[config.mk]
export PLATFORM = sky130hd
export DESIGN_NAME = slr_sqrt
export DESIGN_NICKNAME = d
export VERILOG_FILES = /design/src/rtl/spot_light_radiance_assert.svh /design/src/rtl/slr_pkg.sv /design/src/rtl/slr_sqrt.sv
export SDC_FILE = /design/constraint.sdc
export NUM_CORES = 1
export LEC_CHECK = 0
export BUFFER_PORTS_ARGS = -buffer_cell sky130_fd_sc_hd__buf_2
export CORE_ASPECT_RATIO = 1.4
export CORE_MARGIN = 2
export CORE_UTILIZATION = 30
export CTS_CLUSTER_SIZE = 10
export DETAILED_ROUTE_END_ITERATION = 8
export PLACE_DENSITY = 0.51
export SLEW_MARGIN = 25
export SYNTH_ARGS = -nofsm -noshare
export SYNTH_HDL_FRONTEND = slang
export SYNTH_SLANG_ARGS = --single-unit
[constraint.sdc]
create_clock -name i_clk -period 4 [get_ports i_clk]
set_input_delay 0.2 -clock i_clk [delete_from_list [all_inputs] [get_ports i_clk]]
set_output_delay 0.2 -clock i_clk [all_outputs]
set_load 0.05 [all_outputs]
[src/rtl/spot_light_radiance_assert.svh]
// Assertion macros used by the spot light radiance RTL.
`ifndef SPOT_LIGHT_RADIANCE_ASSERT_SVH
`define SPOT_LIGHT_RADIANCE_ASSERT_SVH

// Condition implies property in the same cycle.
`define SLR_ASSERT_SAME(label, clk, rst_n, cond, prop) \
    label: assert property (@(posedge clk) disable iff (!rst_n) (cond) |-> (prop)) \
        else $error("spot light radiance check failed");

// Condition implies property in the next cycle.
`define SLR_ASSERT_NEXT(label, clk, rst_n, cond, prop) \
    label: assert property (@(posedge clk) disable iff (!rst_n) (cond) |=> (prop)) \
        else $error("spot light radiance check failed");

`endif

[src/rtl/slr_pkg.sv]
package slr_pkg;

    localparam int IN_W        = 96;
    localparam int OUT_W       = 48;
    localparam int CFG_W       = 48;
    localparam int CFG_AW      = 3;
    localparam int SQ_IN_W     = 34;
    localparam int SQ_W        = 36;
    localparam int ROOT_W      = 17;
    localparam int SQRT_STAGES = 17;
    localparam int DIV_W       = 44;
    localparam int DIV_STAGES  = 17;
    localparam int LATENCY     = 79;

    typedef enum logic [CFG_AW-1:0] {
        CFG_ENABLE    = 3'd0,
        CFG_POSITION  = 3'd1,
        CFG_AXIS      = 3'd2,
        CFG_COLOR     = 3'd3,
        CFG_INTENSITY = 3'd4,
        CFG_ATTEN     = 3'd5,
        CFG_RANGE     = 3'd6,
        CFG_CONES     = 3'd7
    } t_cfg_idx;

endpackage

[src/rtl/slr_sqrt.sv]
module slr_sqrt (
    input  logic                       i_clk,
    input  logic                       i_en,
    input  logic [slr_pkg::SQ_IN_W-1:0] i_val,
    output logic [slr_pkg::ROOT_W-1:0]  o_root
);

    localparam int S = slr_pkg::SQRT_STAGES;
    localparam int W = slr_pkg::SQ_W;

    logic [W-1:0] r_x [S];
    logic [W-1:0] r_r [S];
    logic [W-1:0] w_x_in [S];
    logic [W-1:0] w_r_in [S];
    logic [W-1:0] n_x [S];
    logic [W-1:0] n_r [S];

    always_comb begin
        w_x_in[0] = W'(i_val);
        w_r_in[0] = '0;
        for (int k = 1; k < S; k++) begin
            w_x_in[k] = r_x[k-1];
            w_r_in[k] = r_r[k-1];
        end
    end

    always_comb begin
        logic [W-1:0] bit_v;
        logic [W-1:0] trial;
        for (int k = 0; k < S; k++) begin
            bit_v = W'(1) << (2 * (S - 1 - k));
            trial = w_r_in[k] + bit_v;
            if (w_x_in[k] >= trial) begin
                n_x[k] = w_x_in[k] - trial;
                n_r[k] = (w_r_in[k] >> 1) + bit_v;
            end else begin
                n_x[k] = w_x_in[k];
                n_r[k] = w_r_in[k] >> 1;
            end
        end
    end

    always_ff @(posedge i_clk) begin
        if (i_en) begin
            for (int k = 0; k < S; k++) begin
                r_x[k] <= n_x[k];
                r_r[k] <= n_r[k];
            end
        end
    end

    assign o_root = r_r[S-1][slr_pkg::ROOT_W-1:0];

endmodule

==> summary.txt <==
Timing
  • RSZ-0062 raised after global routing: no
  • Worst Max-Slew Pin Slew: 0.861 ns
  • Final hold vios: 0
  • Relative slew slack: 42.6%
  • F_max: 290 MHz
  • Final period util: between 80% and 90%
  • Worst clock skew: 0.0323 ns
  • Setup violations, final: 0
  • Setup TNS: 0 ns
  • Max-slew violation count: 0
  • Minimum clock period: roughly 3.5 ns

Clock network
  • Clk buf depth: 3
  • Clock latency on the worst-skew pair: 0.65 ns
  • CTS tree: built
  • Clk sinks: 728
  • Num CTS Buffers: 86
  • Clock H-tree levels: 3
  • Setup repair bufs after CTS: 0
  • Root buffer cell: clkbuf_16
  • Clk slew on worst S/H paths: 0.05 ns

Placement
  • DP HPWL: 50,800 µm
  • Port-buffer cells: 52
  • Gpl congestion: ~0.88
  • Placed inst area: 36,800 µm²

Logic synthesis
  • Mapped cell area: around 34,000 µm²
  • Synth top area share: a little under two thirds
  • Most common flop cell mapped by yosys: edfxtp_1
  • Post-synth top area cell: edfxtp_1
  • Post-synth top cells: edfxtp_1, inv_1, nor2_1, ha_1, nand2_1
  • Synth async-reset ratio: 0%
  • Yosys reg bits: 728
  • Sequential area share after synthesis: 63.6%
  • Avg Cell Area, Syn: 12.9 µm²
  • Synthesized instance count: 2,657
  • Syn nets: 2,859
  • Largest cells by area after synthesis: edfxtp_1, ha_1, xnor2_1
  • Count leader, synth: edfxtp_1
  • Post-synth EDFFs: ~730
  • Synth warn: 0
  • Yosys cell types: 81

Pwr
  • Peak supply drop: 387 µV
  • Leakage: 0.0147 µW
  • Pwr Density: 498 nW/µm²
  • Overall Power: 19,700 µW
  • Logic pwr share: 14.6%
  • Flop pwr share: roughly 50%
  • Switching share of power: 25.9%
  • Switching power: 5100 µW
  • Internal power: 14,600 µW
  • Clk pwr share: 34.8%

Routing
  • Iteration-0 DRC Markers: between 900 and 1,000
  • DRC: 0
  • Vias per cell: 4.66
  • Total Wirelength: ~68,000 µm
  • Antenna-violating nets left: 0
  • First drt pass iteration count: 5
  • Via Count: 20,248
  • Drt wl/cell: approximately 16 µm

Critical path
  • Reg2reg end: r_x[0][430]$_DFFE_PP_
  • Worst setup path category: flip-flop to flip-flop
  • Crit-path max cell delay: around 0.52 ns
  • Arr. time, crit path: 3.82 ns
  • Critical Path Slowest Stage Cell: or3_1
  • CP required: 4.37 ns
  • Worst Setup EP: r_x[0][430]$_DFFE_PP_
  • Critical path startpoint category: flip-flop
  • Crit path max fanout: 14
  • Crit Reg-Reg Startpoint: r_x[0][380]$_DFFE_PP_
  • CP Cell Sequence: ha_1 -> nand3_1 -> or3_1 -> nor4_2 -> nor3_1 -> o311ai_4 -> o311ai_1 -> nor4_1 -> xor2_1
  • Setup slack, reg-to-reg: 0.55 ns
  • Reg2Reg Depth: 9
  • Nature of the critical path endpoint: flip-flop
  • Worst Setup SP: r_x[0][380]$_DFFE_PP_

Global route
  • Overflow after GRT: 0
  • Total track usage: 11.6%
  • Global-route wire length before repair: 107,000 µm
  • Vias in the first global route: around 22,000
  • Initial antenna violation count: 0
  • Largest net degree at the start of global routing: 94

Worst hold path
  • Hold Path Class: input pin to flip-flop

Layout
  • # diodes: 0
  • Filler instances: 10,972
  • Layout Area Growth over Synthesis: 15.0%
  • Final Cell Area: 39,500 µm²
  • Share of cells above drive strength 1: approximately 8.6%
  • Nets: roughly 3,000

Floorplanning
  • Row Count: approximately 150
  • # IOs: 53
  • Chip Width: 290 µm
  • Die ar.: 117,000 µm²
  • Initial Util: 30.3%
  • Core Region: 113,000 µm²
  • Die H: 404 µm

Outcome
  • Status: finished, final reports clean

Run
  • Max Cap Viol: 0
logic make-up (layout without fill, tap and decap cells):
logic type | Yosys count | after routing | synth area share (%)
buf+inv | 254 | 462 | 2.89
other cells | 1 | 1 | 0.0109
mux | 28 | 28 | 0.947
flops | 728 | 728 | 63.6
compound gates | 459 | 459 | 8.44
fa+ha+maj | 166 | 166 | 6.05
simple gates | 784 | 784 | 12.0
xor+xnor | 237 | 237 | 6.06
through the flow:
| step | hold slack [ns] | util (%) | std cells | worst slack [ns] |
|---|---|---|---|---|
| 4_1_cts | 0.0867 | 34.8 | 4345 | 0.0643 |
| 3_3_place_gp | 0.378 | 32.4 | 4194 | 0.112 |
| 6_report | 0.0529 | 34.8 | 4345 | 0.547 |
| 5_1_grt | 0.104 | 34.8 | 4345 | 0.243 |
| 2_1_floorplan | 0.299 | - | 2657 | 1.12 |
| 3_5_place_dp | 0.378 | 32.4 | 4194 | 0.0785 |
cell type report:
| type | instances | area [µm²] | share of cell area, % |
|---|---|---|---|
| sequential | 728 | 21900 | 55.3 |
| inverter | 209 | 785 | 1.99 |
| multi-input combinational | 1675 | 11500 | 29.2 |
| timing repair buffer | 137 | 1070 | 2.71 |
| clock buffer | 98 | 2200 | 5.56 |
| tap | 1480 | 1850 | 4.69 |
| clock inverter | 18 | 194 | 0.491 |
power by group through the flow:
stage	Clock (µW)	Sequential, µW	Combinational (µW)
after floorplan	0	9940	2040
after global placement	0	10100	2830
after detailed placement	0	10100	2850
after CTS	7100	9960	2890
after global routing	7400	10000	3230
final	6850	9960	2860
worst min path at each step:
stage	start	end	slack, ns	cells after the start
5_1_grt	i_en	r_r[0][32]$_DFFE_PP_	0.10	1
2_1_floorplan	i_val[0]	r_x[0][0]$_DFFE_PP_	0.30	0
3_3_place_gp	i_val[28]	r_x[0][28]$_DFFE_PP_	0.38	1
6_report	i_en	r_r[0][32]$_DFFE_PP_	0.05	1
3_5_place_dp	i_val[29]	r_x[0][29]$_DFFE_PP_	0.38	1
4_1_cts	i_en	r_x[0][35]$_SDFFCE_PN0P_	0.09	1
placed cells by master, fill, tap and decap left out, drive strengths merged, types with 82 or more instances in the layout:
cell	instances
nand2	148
nor2	174
a21oi	136
inv	212
clkbuf	98
o21ai	119
buf	102
nor4	82
edfxtp	728
xor2	116
xnor2	121
ha	166
nor3	84
worst max-delay path: cells and delay by family (launching register included):
family          cells  cell delay (ns)
compound gates      2             0.57
xor+xnor            1             0.11
fa+ha+maj           1             0.39
flops               1             0.39
simple gates        5             1.72
flip-flops by register name, summed over array words and instances, names as in the netlist:
register / cells
r_x: 575
r_r: 153
metal layers:
| layer | track usage (%) | wire (µm) |
|---|---|---|
| met1 | 8.88 | 20600 |
| met2 | 25.6 | 41200 |
| met3 | 1.77 | 1970 |
| met4 | 6.98 | 3790 |
| met5 | 0 | 0 |
repair_timing:
item,4_1_cts,5_1_grt
hold endpoints to repair,35,0
endpoints found under the setup margin,0,1
gates resized for setup,0,1
hold buffers,35,0
(Power assumes the default switching activity.)
