### src/rtl/spot_light_radiance_assert.svh
// Assertion macros used by the spot light radiance RTL.
`ifndef SPOT_LIGHT_RADIANCE_ASSERT_SVH
`define SPOT_LIGHT_RADIANCE_ASSERT_SVH

// Condition implies property in the same cycle.
`define SLR_ASSERT_SAME(label, clk, rst_n, cond, prop) \
    label: assert property (@(posedge clk) disable iff (!rst_n) (cond) |-> (prop)) \
        else $error("spot light radiance check failed");

// Condition implies property in the next cycle.
`define SLR_ASSERT_NEXT(label, clk, rst_n, cond, prop) \
    label: assert property (@(posedge clk) disable iff (!rst_n) (cond) |=> (prop)) \
        else $error("spot light radiance check failed");

`endif

### src/rtl/slr_pkg.sv
package slr_pkg;

    localparam int IN_W        = 96;
    localparam int OUT_W       = 48;
    localparam int CFG_W       = 48;
    localparam int CFG_AW      = 3;
    localparam int SQ_IN_W     = 34;
    localparam int SQ_W        = 36;
    localparam int ROOT_W      = 17;
    localparam int SQRT_STAGES = 17;
    localparam int DIV_W       = 44;
    localparam int DIV_STAGES  = 17;
    localparam int LATENCY     = 79;

    typedef enum logic [CFG_AW-1:0] {
        CFG_ENABLE    = 3'd0,
        CFG_POSITION  = 3'd1,
        CFG_AXIS      = 3'd2,
        CFG_COLOR     = 3'd3,
        CFG_INTENSITY = 3'd4,
        CFG_ATTEN     = 3'd5,
        CFG_RANGE     = 3'd6,
        CFG_CONES     = 3'd7
    } t_cfg_idx;

endpackage

### src/rtl/slr_div.sv
module slr_div (
    input  logic                          i_clk,
    input  logic                          i_en,
    input  logic [slr_pkg::DIV_W-1:0]      i_num,
    input  logic [slr_pkg::DIV_W-1:0]      i_den,
    output logic [slr_pkg::DIV_STAGES-1:0] o_quot
);

    localparam int S = slr_pkg::DIV_STAGES;
    localparam int W = slr_pkg::DIV_W;

    logic [W-1:0] r_rem  [S];
    logic [W-1:0] r_den  [S];
    logic [S-1:0] r_quot [S];
    logic [W-1:0] w_rem_in  [S];
    logic [W-1:0] w_den_in  [S];
    logic [S-1:0] w_quot_in [S];
    logic [W-1:0] n_rem  [S];
    logic [S-1:0] n_quot [S];

    always_comb begin
        w_rem_in[0]  = i_num;
        w_den_in[0]  = i_den;
        w_quot_in[0] = '0;
        for (int k = 1; k < S; k++) begin
            w_rem_in[k]  = r_rem[k-1];
            w_den_in[k]  = r_den[k-1];
            w_quot_in[k] = r_quot[k-1];
        end
    end

    // One quotient bit per stage, most significant first.
    always_comb begin
        logic [W+S:0] diff;
        for (int k = 0; k < S; k++) begin
            diff = {(S+1)'(0), w_rem_in[k]} - ({(S+1)'(0), w_den_in[k]} << (S - 1 - k));
            if (!diff[W+S]) begin
                n_rem[k]  = diff[W-1:0];
                n_quot[k] = w_quot_in[k] | (S'(1) << (S - 1 - k));
            end else begin
                n_rem[k]  = w_rem_in[k];
                n_quot[k] = w_quot_in[k];
            end
        end
    end

    always_ff @(posedge i_clk) begin
        if (i_en) begin
            for (int k = 0; k < S; k++) begin
                r_rem[k]  <= n_rem[k];
                r_den[k]  <= w_den_in[k];
                r_quot[k] <= n_quot[k];
            end
        end
    end

    assign o_quot = r_quot[S-1];

endmodule

### config.mk
export PLATFORM = sky130hd
export DESIGN_NAME = slr_div
export DESIGN_NICKNAME = d
export VERILOG_FILES = /design/src/rtl/spot_light_radiance_assert.svh /design/src/rtl/slr_pkg.sv /design/src/rtl/slr_div.sv
export SDC_FILE = /design/constraint.sdc
export NUM_CORES = 2
export LEC_CHECK = 0
export BUFFER_PORTS_ARGS = -buffer_cell sky130_fd_sc_hd__buf_2
export CORE_UTILIZATION = 55
export CTS_BUF_LIST = sky130_fd_sc_hd__clkbuf_2 sky130_fd_sc_hd__clkbuf_4 sky130_fd_sc_hd__clkbuf_8
export CTS_CLUSTER_SIZE = 28
export DETAILED_ROUTE_END_ITERATION = 12
export PLACE_DENSITY = 0.68
export RECOVER_POWER = 25
export SLEW_MARGIN = 20
export SYNTH_ARGS = -nofsm -noshare
export SYNTH_HDL_FRONTEND = slang
export SYNTH_SLANG_ARGS = --single-unit
### constraint.sdc
create_clock -name i_clk -period 4.3 [get_ports i_clk]
set_input_delay 0.86 -clock i_clk [delete_from_list [all_inputs] [get_ports i_clk]]
set_output_delay 0.86 -clock i_clk [all_outputs]
set_load 0.02 [all_outputs]
==> flow_summary.ini <==
[pwr]
p_per_area_mw_per_mm2 = 394
power_frac_seq_pct = 49.6
p_sw_share_pct = 25.5
clock_power_share_pct = 34.1
ir_drop_mv = 0.288
p_comb_share_pct = 16.3
p_leak_uw = 0.0395
switching_power_uw = 9440
p_int_uw = 27600

[floorplanning]
num_rows = 142
die_w_um = 393
core_area_mm2 = 0.151
chipHeight_um = 393
dieArea_mm2 = 0.154
ioPinCount = 107
start_util_pct = 55.7

[global_route]
grt_pass1_wl_um = 252000
grt-ovfl-total = 0
antenna_found_initial = 3
grt_pass1_vias = 55000
grt_max_degree = 137
grt_usage_pct = 20.0

[logic_synthesis]
syn_inst = 7121
synthMostInstantiatedCell = edfxtp_1
async_flop_share_pct = 0
synthFlopType = edfxtp_1
yosysSeqAreaShare_pct = 55.9
synth_common_cells = edfxtp_1 (1,561), inv_1 (767), ha_1 (611)
syn_area_mm2 = 0.0839
synth.distinct_cells = 94
yosys_warnings = 0
synth_area_per_cell_um2 = 11.8
synth_top_area_cell = edfxtp_1
ys_top_cells_by_area = edfxtp_1 (56%), ha_1 (9.1%), inv_1 (3.4%), mux2_2 (3.3%), a21oi_1 (3.1%)
yosys.area.top_type_share_pct = 55.9
synth_edf_count = 1561
syn-num-nets = 7838
synth_seq_cells = 1561

[critical_path]
slowest_delay_ps = 400
cp_common_cell = buf_4
cp_max_fo = 29
start_kind = flip-flop
crit_chain = inv_1, ha_1, fa_1, nor2b_1, o21ai_1, a2111oi_2, nor2_1, a211oi_2, buf_4, a311o_1, a2111oi_1, buf_4, o31a_1, a2bb2oi_4, buf_12, mux2_2
critPathRequiredTime_ps = 5010
cp.arrival_ps = 4890
crit_path_end_kind = flip-flop
criticalPathCategory = flip-flop to flip-flop
cp_slowest_cell = a311o_1

[sta]
worst_pin_slew_ps = 2130
setup_viol = 0
holdWs_ps = 201
worst_clock_skew_ps = 54.1
clock.fmax_mhz = 239
fin_crit_ps = 4180
period_share_pct = 97.2
hold_violations = 0
slew-limit-headroom_pct = -41.8
slew_viol_final = 54

[route]
routed_via_density = 5.50
antenna_left = 0
drc = 0
num_vias = 54000
wl_um = 155000
drt_iter0_drc = 2852
post_drt_wl_per_cell_um = 15.8
firstDrtPassIters = 6

[hold_path]
worstHoldPathType = input port to flip-flop

[cts]
path_clk_slew_ps = 60
cts_tree = built
clk_path_buf_depth = 4
cts_buffers = 285
clkSinkCount = 1561
clock_latency_ps = 960
clock-root-buffer = clkbuf_8
cts.htree.levels = 5

[cells_and_area]
nets = 8334
fin_util_pct = 62.3
synthToLayoutAreaGrowth_pct = 11.9
nFillCells = 11800
drive_gt1_share_pct = 12.7

[flow_run]
maxCapViolCount = 1

[outcome]
outcome = finished with violations
violations = capacitance limit, slew limit

[placed_design]
port-buffer-count = 106
dp.final_hpwl_um = 115000
place_congestion = 0.905
[worst paths after layout]
path	slack [ps]	cells after the start	endpoint	from
max	120	16	r_rem[0][62]	r_rem[0][15]
min	200	3	r_rem[0][22]	i_num[22]
max reg2reg	120	16	r_rem[0][62]	r_rem[0][15]
min reg2reg	380	0	r_quot[0][162]	r_quot[0][145]
[area by class of cell]
class / count / area [um2] / share of cell area (%)
repair buffers: 331 / 2800 / 2.98
multi-input cells: 4669 / 33700 / 35.9
clock buffers: 376 / 4660 / 4.96
flip-flops and latches: 1561 / 46900 / 49.9
inverters: 769 / 2890 / 3.07
well taps: 2016 / 2520 / 2.69
clock inverters: 81 / 397 / 0.422
diodes: 8 / 20.0 / 0.0213
[per-layer routing]
layer  part of all wire [%]  global-route usage, %
met1                     39                   20.0
met2                     53                   38.0
met3                    3.8                   3.89
met4                    5.0                   11.5
met5                      0                      0
[flip-flops by register name, summed over array words and instances, names as in the netlist]
| register | count |
|---|---|
| r_den | 704 |
| r_quot | 153 |
| r_rem | 704 |
[cell families (layout without fill, tap and decap cells)]
group                    Yosys count  after routing  synth area share (%)
flip-flops                      1561           1561                  55.9
multiplexers                     265            265                  3.54
XOR/XNOR                         468            468                  4.89
other                              0              8                     0
AND/OR/NAND/NOR                 1462           1462                  8.18
adder cells (fa/ha/maj)          627            627                  9.49
AO/OA/AOI/OAI                   1847           1847                  13.9
buffers and inverters            891           1557                  4.09
[per-stage QoR]
step                      setup WS, ps  area [um2]  cells  TNS (ps)  total power, uW
after global placement           -21.3       88200   9287     -76.4            24400
after detailed placement         -60.1       88200   9287      -230            24600
after CTS                         2.37       93800   9802         0            37500
final                              121       93900   9811         0            37000
after global routing             -74.3       93900   9811      -394            39000
after floorplan                    493       83900   7121         0            22800
[power groups by stage]
stage	Sequential, uW	Clock (uW)	Combinational (uW)
after floorplan	18500	0	4380
after global placement	18600	0	5730
after detailed placement	18700	0	5920
after CTS	18400	13100	5990
after global routing	18400	13800	6730
final	18400	12600	6040
[cells in the final DEF, fill, tap and decap left out, drive strengths merged, types with 16 or more instances in the layout]
| master | netlist | routed |
|---|---|---|
| nand2b | 74 | 74 |
| o21ai | 473 | 473 |
| nor2b | 98 | 98 |
| fa | 16 | 16 |
| xor2 | 182 | 182 |
| or3 | 21 | 21 |
| clkbuf | 75 | 380 |
| a211oi | 42 | 42 |
| o31a | 18 | 18 |
| ha | 611 | 611 |
| inv | 769 | 771 |
| buf | 47 | 270 |
| edfxtp | 1561 | 1561 |
| a21oi | 521 | 521 |
| nor2 | 332 | 332 |
| nor4 | 42 | 42 |
| o21bai | 63 | 63 |
| a21o | 320 | 320 |
| a31oi | 52 | 52 |
| and2 | 26 | 26 |
| o21a | 88 | 88 |
| nand2 | 542 | 542 |
| nand4 | 43 | 43 |
| or2 | 18 | 18 |
| mux2i | 19 | 19 |
| nor3 | 75 | 75 |
| o211ai | 43 | 43 |
| nand3 | 84 | 84 |
| clkinv | 0 | 74 |
| mux2 | 246 | 246 |
| dlygate4sd3 | 0 | 57 |
| a21boi | 20 | 20 |
| xnor2 | 286 | 286 |
| and3 | 55 | 55 |
| o31ai | 46 | 46 |
[what timing repair did]
item                                    in CTS  in global routing
hold endpoints to repair                    57                  0
endpoints found under the setup margin      28                 49
buffers inserted                             1                  1
hold buffers                                57                  0
resized for setup                            0                 13
pin swaps                                    1                  4
[worst max-delay path, delay by kind of cell, from the launching register on]
family	cells	cell delay [ps]
AO/OA/AOI/OAI	7	1680
AND/OR/NAND/NOR	2	440
adder cells (fa/ha/maj)	2	430
multiplexers	1	350
buffers and inverters	4	600
flip-flops	1	380
Power figures use the tool's default switching activity.
